===== src/rtl/lkv_pkg.sv =====
`default_nettype none
// ----------------------------------------------------------------------------
// lkv_pkg
// Shared types and constants for the LRU key-value cache.
// ----------------------------------------------------------------------------
package lkv_pkg;

    localparam int ENTRIES_DEF = 16;
    localparam int KEY_W       = 32;
    localparam int VAL_W       = 31;
    localparam int CFG_W       = 5;

    localparam logic [CFG_W-1:0] CAP_RESET = 5'd16;

    localparam logic OP_GET = 1'b0;
    localparam logic OP_PUT = 1'b1;

    typedef struct packed {
        logic                    opcode;
        logic signed [KEY_W-1:0] lookup_key;
        logic        [VAL_W-1:0] write_value;
    } t_in_word;

    typedef struct packed {
        logic             found;
        logic [VAL_W-1:0] read_value;
        logic             evicted;
    } t_out_word;

    // broadcast to every cell
    typedef struct packed {
        logic             hit_load;
        logic             put_miss;
        logic             evict;
        logic [KEY_W-1:0] key;
    } t_cell_cmd;

    // reported by every cell
    typedef struct packed {
        logic             hit;
        logic             full;
        logic [VAL_W-1:0] hit_value;
    } t_cell_stat;

endpackage
`default_nettype wire


===== src/rtl/lkv_cell.sv =====
`default_nettype none
// ----------------------------------------------------------------------------
// lkv_cell
// One recency slot: holds key, value and valid, compares against the
// incoming key and shifts in its upper neighbor's entry on update.
// ----------------------------------------------------------------------------
module lkv_cell #(
    parameter int INDEX = 0,
    parameter int CAP_W = 5
) (
    input  wire                       i_clk,
    input  wire                       i_rst_n,
    input  wire  lkv_pkg::t_cell_cmd  i_cmd,
    input  wire  [CAP_W-1:0]          i_cap,
    input  wire  [lkv_pkg::KEY_W-1:0] i_prev_key,
    input  wire  [lkv_pkg::VAL_W-1:0] i_prev_value,
    input  wire                       i_prev_valid,
    input  wire                       i_hit_below,
    output logic                      o_hit_below,
    output logic [lkv_pkg::KEY_W-1:0] o_key,
    output logic [lkv_pkg::VAL_W-1:0] o_value,
    output logic                      o_valid,
    output lkv_pkg::t_cell_stat       o_stat
);
    import lkv_pkg::*;

    logic [KEY_W-1:0] r_key;
    logic [VAL_W-1:0] r_value;
    logic             r_valid;
    logic             w_hit;
    logic             w_beyond;
    logic             w_last_or_beyond;
    logic             w_shift;
    logic             w_kill;

    assign w_hit            = r_valid && (r_key == i_cmd.key);
    assign w_beyond         = INDEX >= int'(i_cap);
    assign w_last_or_beyond = (INDEX + 1) >= int'(i_cap);

    assign w_shift = (i_cmd.hit_load && !i_hit_below) ||
                     (i_cmd.put_miss && !(i_cmd.evict && w_beyond));
    assign w_kill  = i_cmd.put_miss && i_cmd.evict && w_beyond;

    always_ff @(posedge i_clk) begin
        if (!i_rst_n) begin
            r_valid <= 1'b0;
        end else if (w_shift) begin
            r_valid <= i_prev_valid;
        end else if (w_kill) begin
            r_valid <= 1'b0;
        end
    end

    always_ff @(posedge i_clk) begin
        if (w_shift) begin
            r_key   <= i_prev_key;
            r_value <= i_prev_value;
        end
    end

    assign o_hit_below      = i_hit_below || w_hit;
    assign o_key            = r_key;
    assign o_value          = r_value;
    assign o_valid          = r_valid;
    assign o_stat.hit       = w_hit;
    assign o_stat.full      = r_valid && w_last_or_beyond;
    assign o_stat.hit_value = w_hit ? r_value : '0;

endmodule
`default_nettype wire


===== src/rtl/lru_key_value_cache.sv =====
`default_nettype none
// ----------------------------------------------------------------------------
// lru_key_value_cache
// Fully associative key-value cache with least-recently-used replacement.
// ----------------------------------------------------------------------------
// Each input word is a get or a put; each produces one output word. Entries
// sit in a chain of cells in recency order, cell 0 most recent. All cells
// compare the key in parallel and the chain shifts in the same cycle, so a
// word is taken every cycle; the result lands in an output register in the
// cycle after acceptance, and input is taken while that register is empty or
// being read. The capacity register is clamped to 1..ENTRIES and takes
// effect on the next put of a new key. The cache is empty after reset.
// ----------------------------------------------------------------------------
module lru_key_value_cache #(
    parameter int ENTRIES = lkv_pkg::ENTRIES_DEF
) (
    input  wire                       i_clk,
    input  wire                       i_rst_n,
    input  wire                       i_in_valid,
    output logic                      o_in_ready,
    input  wire  lkv_pkg::t_in_word   i_in_word,
    output logic                      o_out_valid,
    input  wire                       i_out_ready,
    output lkv_pkg::t_out_word        o_out_word,
    input  wire                       i_cfg_we,
    input  wire  [lkv_pkg::CFG_W-1:0] i_cfg_data
);
    import lkv_pkg::*;

    localparam int CAP_W = $clog2(ENTRIES + 1);

    logic [CFG_W-1:0] r_cap;
    logic [CAP_W-1:0] w_cap;
    logic             r_out_valid;
    t_out_word        r_out;
    t_out_word        n_out;
    logic             w_accept;
    logic             w_found;
    logic             w_evict;
    logic [VAL_W-1:0] w_hit_value;
    t_cell_cmd        w_cmd;

    logic [KEY_W-1:0] w_key   [ENTRIES+1];
    logic [VAL_W-1:0] w_value [ENTRIES+1];
    logic             w_valid [ENTRIES+1];
    logic [ENTRIES:0] w_hit_below;
    t_cell_stat       w_stat  [ENTRIES];

    always_ff @(posedge i_clk) begin
        if (!i_rst_n) begin
            r_cap <= CAP_RESET;
        end else if (i_cfg_we) begin
            r_cap <= i_cfg_data;
        end
    end

    always_comb begin
        if (r_cap == '0) begin
            w_cap = CAP_W'(1);
        end else if (int'(r_cap) > ENTRIES) begin
            w_cap = CAP_W'(ENTRIES);
        end else begin
            w_cap = CAP_W'(r_cap);
        end
    end

    assign o_in_ready = !r_out_valid || i_out_ready;
    assign w_accept   = i_in_valid && o_in_ready;

    always_comb begin
        w_found     = 1'b0;
        w_evict     = 1'b0;
        w_hit_value = '0;
        for (int i = 0; i < ENTRIES; i++) begin
            w_found     = w_found | w_stat[i].hit;
            w_evict     = w_evict | w_stat[i].full;
            w_hit_value = w_hit_value | w_stat[i].hit_value;
        end
    end

    assign w_cmd.hit_load = w_accept && w_found;
    assign w_cmd.put_miss = w_accept && !w_found && (i_in_word.opcode == OP_PUT);
    assign w_cmd.evict    = w_evict;
    assign w_cmd.key      = i_in_word.lookup_key;

    // front of chain: entry becoming most recent
    assign w_key[0]       = i_in_word.lookup_key;
    assign w_value[0]     = (i_in_word.opcode == OP_GET) ? w_hit_value
                                                         : i_in_word.write_value;
    assign w_valid[0]     = 1'b1;
    assign w_hit_below[0] = 1'b0;

    for (genvar g = 0; g < ENTRIES; g++) begin : g_cell
        lkv_cell #(
            .INDEX (g),
            .CAP_W (CAP_W)
        ) u_cell (
            .i_clk        (i_clk),
            .i_rst_n      (i_rst_n),
            .i_cmd        (w_cmd),
            .i_cap        (w_cap),
            .i_prev_key   (w_key[g]),
            .i_prev_value (w_value[g]),
            .i_prev_valid (w_valid[g]),
            .i_hit_below  (w_hit_below[g]),
            .o_hit_below  (w_hit_below[g+1]),
            .o_key        (w_key[g+1]),
            .o_value      (w_value[g+1]),
            .o_valid      (w_valid[g+1]),
            .o_stat       (w_stat[g])
        );
    end

    always_comb begin
        n_out.found      = w_found;
        n_out.read_value = (w_found && (i_in_word.opcode == OP_GET)) ? w_hit_value : '0;
        n_out.evicted    = !w_found && (i_in_word.opcode == OP_PUT) && w_evict;
    end

    always_ff @(posedge i_clk) begin
        if (!i_rst_n) begin
            r_out_valid <= 1'b0;
        end else if (w_accept) begin
            r_out_valid <= 1'b1;
        end else if (i_out_ready) begin
            r_out_valid <= 1'b0;
        end
    end

    always_ff @(posedge i_clk) begin
        if (w_accept) begin
            r_out <= n_out;
        end
    end

    assign o_out_valid = r_out_valid;
    assign o_out_word  = r_out;

endmodule
`default_nettype wire


===== config.mk =====
export PLATFORM = sky130hd
export DESIGN_NAME = lru_key_value_cache
export DESIGN_NICKNAME = d
export VERILOG_FILES = /design/src/rtl/lkv_pkg.sv /design/src/rtl/lkv_cell.sv /design/src/rtl/lru_key_value_cache.sv
export SDC_FILE = /design/constraint.sdc
export NUM_CORES = 1
export LEC_CHECK = 0
export ABC_AREA = 1
export BUFFER_PORTS_ARGS = -buffer_cell sky130_fd_sc_hd__buf_2
export CAP_MARGIN = 15
export CORE_MARGIN = 1
export CORE_UTILIZATION = 45
export DETAILED_ROUTE_END_ITERATION = 10
export HOLD_SLACK_MARGIN = 0.03
export SLEW_MARGIN = 20
export SYNTH_ARGS = -nofsm -noshare
export SYNTH_HDL_FRONTEND = slang
export SYNTH_SLANG_ARGS = --single-unit

===== constraint.sdc =====
create_clock -name i_clk -period 4.8 [get_ports i_clk]
set_clock_uncertainty 0.2 [all_clocks]
set_input_delay 0 -clock i_clk [delete_from_list [all_inputs] [get_ports i_clk]]
set_output_delay 0 -clock i_clk [all_outputs]
set_load 0.05 [all_outputs]

==> qor.json, run 1 <==
{
  "power.internal": {"value": 15.4, "unit": "mW"},
  "drt-vias-per-instance": {"value": 5.59},
  "seqCellArea": {"value": 0.0317, "unit": "mm2"},
  "fp-row-count": {"value": 115},
  "status": {"value": "finished, final reports clean"},
  "detailroute.via_count": {"value": 30100},
  "setup_repair_after_global_routing_missed_its_margin": {"value": "false"},
  "crit_path_max_incr_delay": {"value": 0.59, "unit": "ns"},
  "fmaxAchievable": {"value": 0.260, "unit": "GHz"},
  "grt_pass1_vias": {"value": 29500},
  "grt_overflow_total": {"value": 0},
  "most_used_flip_flop_cell_after_synthesis": {"value": "sky130_fd_sc_hd__edfxtp_1"},
  "endpoint_kind": {"value": "flip-flop"},
  "cts.htree.levels": {"value": 3},
  "numCtsBuffers": {"value": 105},
  "maxUsedRoutingLayer": {"value": "met4"},
  "timing.setup.tns": {"value": 0, "unit": "ns"},
  "yosys_warnings": {"value": 0},
  "layout.cells.non_filler": {"value": 5390},
  "nNetsFinal": {"value": 4091},
  "cts_sinks": {"value": 1063},
  "floorplan.core_area": {"value": 0.0984, "unit": "mm2"},
  "drtPass1Iterations": {"value": 6},
  "critPathMaxFanout": {"value": 31},
  "power.static_leakage": {"value": 19.7, "unit": "nW"},
  "first_pass_grt_wire_length": {"value": 196000, "unit": "um"},
  "final_common_cell": {"value": "sky130_fd_sc_hd__edfxtp_1"},
  "cell_with_the_biggest_individual_delay_on_the_critical_path": {"value": "sky130_fd_sc_hd__inv_1"},
  "post-route-drc-count": {"value": 0},
  "async_flop_share": {"value": 0, "unit": "%"},
  "wl_met2": {"value": 64200, "unit": "um"},
  "detail_route.wl_per_cell": {"value": 25.2, "unit": "um"},
  "hold_viol_final": {"value": 0},
  "initial_core_util": {"value": 45.5, "unit": "%"},
  "clk_pin_slew_worst_paths": {"value": 0.06, "unit": "ns"},
  "worstSetupStartpointType": {"value": "input pin"},
  "drt-met1-wl": {"value": 54800, "unit": "um"},
  "n_fill_cell": {"value": 8452},
  "min-delay-path-class": {"value": "input pin to flip-flop"},
  "hpwl": {"value": 88700, "unit": "um"},
  "grt_usage": {"value": 27.0, "unit": "%"},
  "proportion_of_layout_cells_with_a_drive_suffix_above_1": {"value": 9.85, "unit": "%"},
  "route.met3.wl": {"value": 12500, "unit": "um"},
  "most_frequent_cells_in_the_layout": {"value": "sky130_fd_sc_hd__edfxtp_1 (1041), sky130_fd_sc_hd__nand2_1 (757), sky130_fd_sc_hd__inv_1 (500), sky130_fd_sc_hd__nor2_1 (275), sky130_fd_sc_hd__o21ai_0 (212)"},
  "synth_cells": {"value": 3738},
  "clock_tree.buffer_depth": {"value": 3},
  "synthTopCellsByArea": {"value": "sky130_fd_sc_hd__edfxtp_1 (70%), sky130_fd_sc_hd__nand2_1 (6.5%), sky130_fd_sc_hd__inv_1 (4.2%), sky130_fd_sc_hd__xnor2_1 (2.5%), sky130_fd_sc_hd__o21ai_0 (2.4%)"},
  "synthesis.nets": {"value": 3812},
  "ios": {"value": 109},
  "placedCellCount": {"value": 5076},
  "first_iter_violations": {"value": 3632},
  "synth_top_cell_by_area": {"value": "sky130_fd_sc_hd__edfxtp_1"},
  "synthDominantCellAreaShare": {"value": 69.9, "unit": "%"},
  "clk_latency": {"value": 0.69, "unit": "ns"},
  "fp.dieW": {"value": 317, "unit": "um"},
  "number_of_antenna_violations_at_the_first_check_in_global_routing": {"value": 0},
  "clk_root_buffer_cell": {"value": "sky130_fd_sc_hd__clkbuf_16"},
  "gpl.final_weighted_congestion": {"value": 0.938},
  "combinationalPowerShare": {"value": 6.3, "unit": "%"},
  "power_switching": {"value": 4.58, "unit": "mW"},
  "crit_path_cell_trace": {"value": "dlygate4sd3_1, buf_2, inv_1, o22ai_1, nor3_1, nand3_1, nor2_1, nand3_2, nand2_1, nor2_2, inv_2, nor2_8, nor2_2, nand2_1, nand2_4, buf_4"},
  "ys_ff_latch": {"value": 1063},
  "cts_tree": {"value": "yes"},
  "detail-route-antenna-nets": {"value": 0},
  "synth.avg_cell_area": {"value": 12.0, "unit": "um2"},
  "post_cts_resized": {"value": 0},
  "post_synth_instance_area": {"value": 0.0447, "unit": "mm2"},
  "number_of_setup_buffers_added_after_cts": {"value": 0},
  "report.final.setup_viol": {"value": 0},
  "totalWireLength": {"value": 136000, "unit": "um"},
  "tightestPinTransition": {"value": 0.851, "unit": "ns"},
  "worstPathRequired": {"value": 4.91, "unit": "ns"},
  "timing.setup.critical_path_class": {"value": "input pin to flip-flop"},
  "vdd.ir_drop.worst": {"value": 0.296, "unit": "mV"},
  "maximum_number_of_pins_on_one_net_before_global_route_repair": {"value": 65},
  "die_h": {"value": 317, "unit": "um"},
  "report.final.slew_viol_count": {"value": 0},
  "multi_input_area": {"value": 0.0104, "unit": "mm2"},
  "power.share.clock": {"value": 39.3, "unit": "%"},
  "cts.hold.buffers_added": {"value": 121},
  "seq_power_share": {"value": 54.4, "unit": "%"},
  "synth-seq-area-share": {"value": 70.9, "unit": "%"},
  "slew_limit_headroom": {"value": 43.2, "unit": "%"},
  "arrival": {"value": 3.95, "unit": "ns"},
  "synthDistinctLibCells": {"value": 54},
  "port_buffers": {"value": 108},
  "synth-edff-count": {"value": 1041},
  "power_per_cell_area": {"value": 388, "unit": "mW/mm2"},
  "area.growth.synth_to_final": {"value": 15.1, "unit": "%"},
  "drv.max_cap_violation_count": {"value": 0},
  "area_of_the_die": {"value": 0.101, "unit": "mm2"},
  "swShare": {"value": 22.9, "unit": "%"},
  "final_period_minus_worst_setup_slack": {"value": 3.84, "unit": "ns"},
  "ratio_of_final_minimum_period_to_clock_period": {"value": 80.0, "unit": "%"}
}
layout make-up:
class | count | area share (%)
clock inverter | 54 | 0.714
clock buffer | 137 | 5.50
sequential | 1063 | 61.6
tap | 1287 | 3.13
antenna | 2 | 0.00972
multi-input combinational | 2004 | 20.1
timing repair buffer | 317 | 5.07
inverter | 526 | 3.86
layer usage:
layer	global-route usage (%)	up-vias
met4	9.57	0
li1	-	13500
met3	4.51	250
met1	37.0	14800
met2	43.6	1630
met5	0	-
synthesized netlist by cell type (34+ instances only):
master                     number
sky130_fd_sc_hd__xor2_1        37
sky130_fd_sc_hd__a21oi_1       39
sky130_fd_sc_hd__nor2_1       280
sky130_fd_sc_hd__buf_2         34
sky130_fd_sc_hd__o21ai_0      212
sky130_fd_sc_hd__nand4_1       72
sky130_fd_sc_hd__a211oi_1      62
sky130_fd_sc_hd__xnor2_1      127
sky130_fd_sc_hd__nand2_1      773
sky130_fd_sc_hd__o22ai_1      117
sky130_fd_sc_hd__edfxtp_1    1041
sky130_fd_sc_hd__inv_1        500
sky130_fd_sc_hd__clkbuf_1      58
sky130_fd_sc_hd__nand3_1      102
through the flow:
step | util [%] | power (mW) | area (um2) | hold WS (ns) | setup slack [ns]
6_report | 52.3 | 20.0 | 51500 | 0.0764 | 0.960
2_1_floorplan | - | 11.7 | 44700 | -0.102 | 0.780
3_5_place_dp | 47.8 | 12.2 | 47100 | 0.0328 | 0.890
3_3_place_gp | 47.8 | 12.2 | 47100 | 0.0307 | 0.894
5_1_grt | 52.3 | 20.5 | 51500 | 0.0581 | 0.748
4_1_cts | 52.3 | 20.1 | 51500 | 0.0398 | 1.00
flip-flops by register name, summed over array words and instances (netlist names):
register,count
g_cell.u_cell.o_key,512
g_cell.u_cell.o_valid,16
g_cell.u_cell.o_value,496
o_out_valid,1
o_out_word,33
r_cap,5
kinds of logic (layout without fill, tap and decap cells):
| logic type | count (synthesis) | count (layout) | synth area share [%] |
|---|---|---|---|
| AND/OR/NAND/NOR | 1304 | 1304 | 12.3 |
| buffers and inverters | 671 | 1034 | 6.36 |
| XOR/XNOR | 164 | 164 | 3.21 |
| other | 0 | 2 | 0 |
| AO/OA/AOI/OAI | 536 | 536 | 7.31 |
| flip-flops | 1063 | 1063 | 70.9 |
power groups by stage:
stage	clock, mW	sequential (mW)	combinational [mW]
2_1_floorplan	0	11.0	0.659
4_1_cts	7.94	10.9	1.24
6_report	7.85	10.9	1.25
3_5_place_dp	0	11.1	1.16
5_1_grt	8.29	10.9	1.34
3_3_place_gp	0	11.1	1.15
critical path: cells and delay by family:
| kind | cells | cell delay, ns |
|---|---|---|
| buf+inv | 5 | 1.99 |
| compound gates | 1 | 0.18 |
| simple gates | 10 | 1.71 |
path summary, 6_finish.rpt:
| kind | startpoint | depth (start not counted) | slack, ns | end |
|---|---|---|---|---|
| max | i_in_word[57] | 16 | 0.96 | g_cell[5].u_cell.o_value[23] |
| min | i_in_word[59] | 2 | 0.08 | g_cell[0].u_cell.o_key[28] |
| min reg2reg | g_cell[13].u_cell.o_value[9] | 0 | 0.24 | g_cell[14].u_cell.o_value[9] |
| max reg2reg | r_cap[4] | 13 | 1.00 | g_cell[13].u_cell.o_key[17] |
Note: power is estimated with default switching activity, not from simulation.
==> run 2, diff against run 1 <==
==> constraint.sdc (replaced) <==
create_clock -name i_clk -period 3.1 [get_ports i_clk]
set_clock_uncertainty 0.2 [all_clocks]
set_input_delay 0 -clock i_clk [delete_from_list [all_inputs] [get_ports i_clk]]
set_output_delay 0 -clock i_clk [all_outputs]
set_load 0.05 [all_outputs]
==> qor.json, run 2 (same netlist as run 1, synthesis figures left out) <==
{
  "arrival": {"value": 3.36, "unit": "ns", "change": "-0.59 ns"},
  "drv.max_cap_violation_count": {"value": 0, "change": "unchanged"},
  "port_buffers": {"value": 108, "change": "unchanged"},
  "diodes": {"value": 0, "change": "-2"},
  "fmaxAchievable": {"value": 0.315, "unit": "GHz"},
  "power_per_cell_area": {"value": 575, "unit": "mW/mm2", "change": "+48%"},
  "number_of_antenna_violations_at_the_first_check_in_global_routing": {"value": 1, "change": "+1"},
  "worstPathRequired": {"value": 3.28, "unit": "ns", "change": "-1.63 ns"},
  "setup_repair_after_global_routing_missed_its_margin": {"value": "true"},
  "vdd.ir_drop.worst": {"value": 0.489, "unit": "mV", "change": "+65%"},
  "min-delay-path-class": {"value": "input pin to flip-flop"},
  "cts_sinks": {"value": 1063, "change": "unchanged"},
  "area.growth.synth_to_final": {"value": 25.6, "unit": "%"},
  "detail-route-antenna-nets": {"value": 0, "change": "unchanged"},
  "drtPass1Iterations": {"value": 5, "change": "-1"},
  "worst_hold_slack": {"value": 0.0764, "unit": "ns", "change": "+0.0000589 ns"},
  "final_common_cell": {"value": "sky130_fd_sc_hd__edfxtp_1"},
  "maximum_number_of_pins_on_one_net_before_global_route_repair": {"value": 48, "change": "-26%"},
  "timing.setup.critical_path_class": {"value": "flip-flop to flip-flop"},
  "cts.htree.levels": {"value": 3, "change": "unchanged"},
  "first_iter_violations": {"value": 3472, "change": "-4.4%"},
  "ios": {"value": 109, "change": "unchanged"},
  "initial_core_util": {"value": 45.5, "unit": "%", "change": "unchanged"},
  "critical_path_buf_inv_count": {"value": 4, "change": "-1"},
  "detail_route.wl_per_cell": {"value": 24.7, "unit": "um", "change": "-2.1%"},
  "grt_usage": {"value": 27.3, "unit": "%", "change": "+0.22 points"},
  "number_of_flip_flops_in_the_largest_register": {"value": 512, "change": "unchanged"},
  "worst_path_dominant_cell_family": {"value": "simple AND/OR/NAND/NOR gates"},
  "timing.setup.tns": {"value": -7.09, "unit": "ns", "change": "-7.09 ns"},
  "post-route-drc-count": {"value": 0, "change": "unchanged"},
  "detailroute.via_count": {"value": 31500, "change": "+4.6%"},
  "tightestPinTransition": {"value": 0.783, "unit": "ns", "change": "-0.0681 ns"},
  "cts_tree": {"value": "yes"},
  "failing_checks": {"value": "setup timing"},
  "report.final.slew_viol_count": {"value": 0, "change": "unchanged"},
  "clk_pin_slew_worst_paths": {"value": 0.06, "unit": "ns", "change": "about the same"},
  "proportion_of_layout_cells_with_a_drive_suffix_above_1": {"value": 17.9, "unit": "%", "change": "+8.1 points"},
  "area_of_the_die": {"value": 0.101, "unit": "mm2", "change": "unchanged"},
  "grt_pass1_vias": {"value": 30500, "change": "+3.2%"},
  "totalWireLength": {"value": 142000, "unit": "um", "change": "+4.5%"},
  "most_frequent_cells_in_the_layout": {"value": "sky130_fd_sc_hd__edfxtp_1 (1041), sky130_fd_sc_hd__nand2_1 (747), sky130_fd_sc_hd__inv_1 (489), sky130_fd_sc_hd__buf_4 (274), sky130_fd_sc_hd__nor2_1 (272)"},
  "layout_setup_ws": {"value": -0.0764, "unit": "ns", "change": "-1.04 ns"},
  "nNetsFinal": {"value": 4452, "change": "+8.8%"},
  "first_pass_grt_wire_length": {"value": 198000, "unit": "um", "change": "+0.97%"},
  "slew_limit_headroom": {"value": 47.8, "unit": "%", "change": "+4.6 points"},
  "endpoint_kind": {"value": "flip-flop"},
  "status": {"value": "finished with violations"},
  "crit_path_max_incr_delay": {"value": 0.39, "unit": "ns", "change": "-0.20 ns"},
  "fp.dieW": {"value": 317, "unit": "um", "change": "unchanged"},
  "hpwl": {"value": 97500, "unit": "um", "change": "+9.9%"},
  "drt-vias-per-instance": {"value": 5.48, "change": "-2.1%"},
  "worstSetupStartpointType": {"value": "flip-flop"},
  "clock_tree.buffer_depth": {"value": 3, "change": "unchanged"},
  "ratio_of_final_minimum_period_to_clock_period": {"value": 102, "unit": "%"},
  "grt_overflow_total": {"value": 0, "change": "unchanged"},
  "critPathMaxFanout": {"value": 8, "change": "-74%"},
  "crit_path_cell_trace": {"value": "inv_1, nand2_1, nand4_1, nor2_1, nand2_1, nor2_4, nand2_4, nand3_4, nor3_4, nand4_4, nor2_8, buf_6, nand4_1, nand2_4, buf_12, clkbuf_16"},
  "clk_latency": {"value": 0.68, "unit": "ns", "change": "about the same"},
  "power": {"value": 32.3, "unit": "mW", "change": "+62%"},
  "fp-row-count": {"value": 115, "change": "unchanged"},
  "clk_root_buffer_cell": {"value": "sky130_fd_sc_hd__clkbuf_16"},
  "floorplan.core_area": {"value": 0.0984, "unit": "mm2", "change": "unchanged"},
  "numCtsBuffers": {"value": 108, "change": "+2.9%"},
  "final_period_minus_worst_setup_slack": {"value": 3.18, "unit": "ns"},
  "report.final.setup_viol": {"value": 242, "change": "+242"},
  "cell_with_the_biggest_individual_delay_on_the_critical_path": {"value": "sky130_fd_sc_hd__edfxtp_1"},
  "hold_viol_final": {"value": 0, "change": "unchanged"},
  "die_h": {"value": 317, "unit": "um", "change": "unchanged"},
  "post-place-ws": {"value": -0.237, "unit": "ns", "change": "-1.13 ns"},
  "gpl.final_weighted_congestion": {"value": 0.980, "change": "+4.6%"},
  "power.static_leakage": {"value": 22.0, "unit": "nW", "change": "+12%"}
}
run 2: final timing paths:
kind                                                    from                            end  slack [ns]  depth (start not counted)
worst max-delay path              g_cell[0].u_cell.o_key[29]    g_cell[2].u_cell.o_value[8]       -0.08                         16
worst min-delay path                           i_in_word[60]     g_cell[0].u_cell.o_key[29]        0.08                          3
worst max register to register    g_cell[0].u_cell.o_key[29]    g_cell[2].u_cell.o_value[8]       -0.08                         16
worst min register to register  g_cell[9].u_cell.o_value[30]  g_cell[10].u_cell.o_value[30]        0.24                          0
run 2: worst min-delay path: stages:
cell and delay (ns):
sky130_fd_sc_hd__dlygate4sd3_1 0.52, sky130_fd_sc_hd__buf_2 0.16, sky130_fd_sc_hd__buf_4 0.16
run 2: final cells by class:
type	count	area, um2
flip-flops and latches	1063	31700
well taps	1287	1610
clock inverters	72	603
repair buffers	674	6840
inverters	526	1990
clock buffers	129	2900
fillers	7996	42200
multi-input cells	2005	10500
run 2: power by group:
group | internal, mW | total, mW | leakage (nW) | switching, mW
clock network | 7.39 | 12.9 | 1.71 | 5.56
logic | 1.01 | 2.52 | 10.4 | 1.51
registers | 16.4 | 16.8 | 9.92 | 0.371
total | 24.8 | 32.3 | 22.0 | 7.44
run 2: metal layers:
| metal | GRT usage, % | routed length (um) |
|---|---|---|
| met1 | 38.3 | 57600 |
| met2 | 43.4 | 66500 |
| met3 | 3.84 | 13000 |
| met4 | 9.77 | 4900 |
| met5 | 0 | 0 |
run 2: what timing repair did:
action	4_1_cts	5_1_grt
gates resized for setup	20	90
gates cloned	1	35
hold buffers	158	0
setup endpoints to repair	900	1076
endpoints found under the hold margin	97	0
buffers inserted	1	29
pin swaps	2	25
run 2: per-stage QoR:
step / area, um2 / instances / util [%]
3_3_place_gp: 49700 / 5331 / 50.5
4_1_cts: 54900 / 5692 / 55.8
5_1_grt: 56200 / 5756 / 57.1
3_5_place_dp: 49700 / 5331 / 50.5
2_1_floorplan: 44900 / 3738 / -
6_report: 56200 / 5756 / 57.1
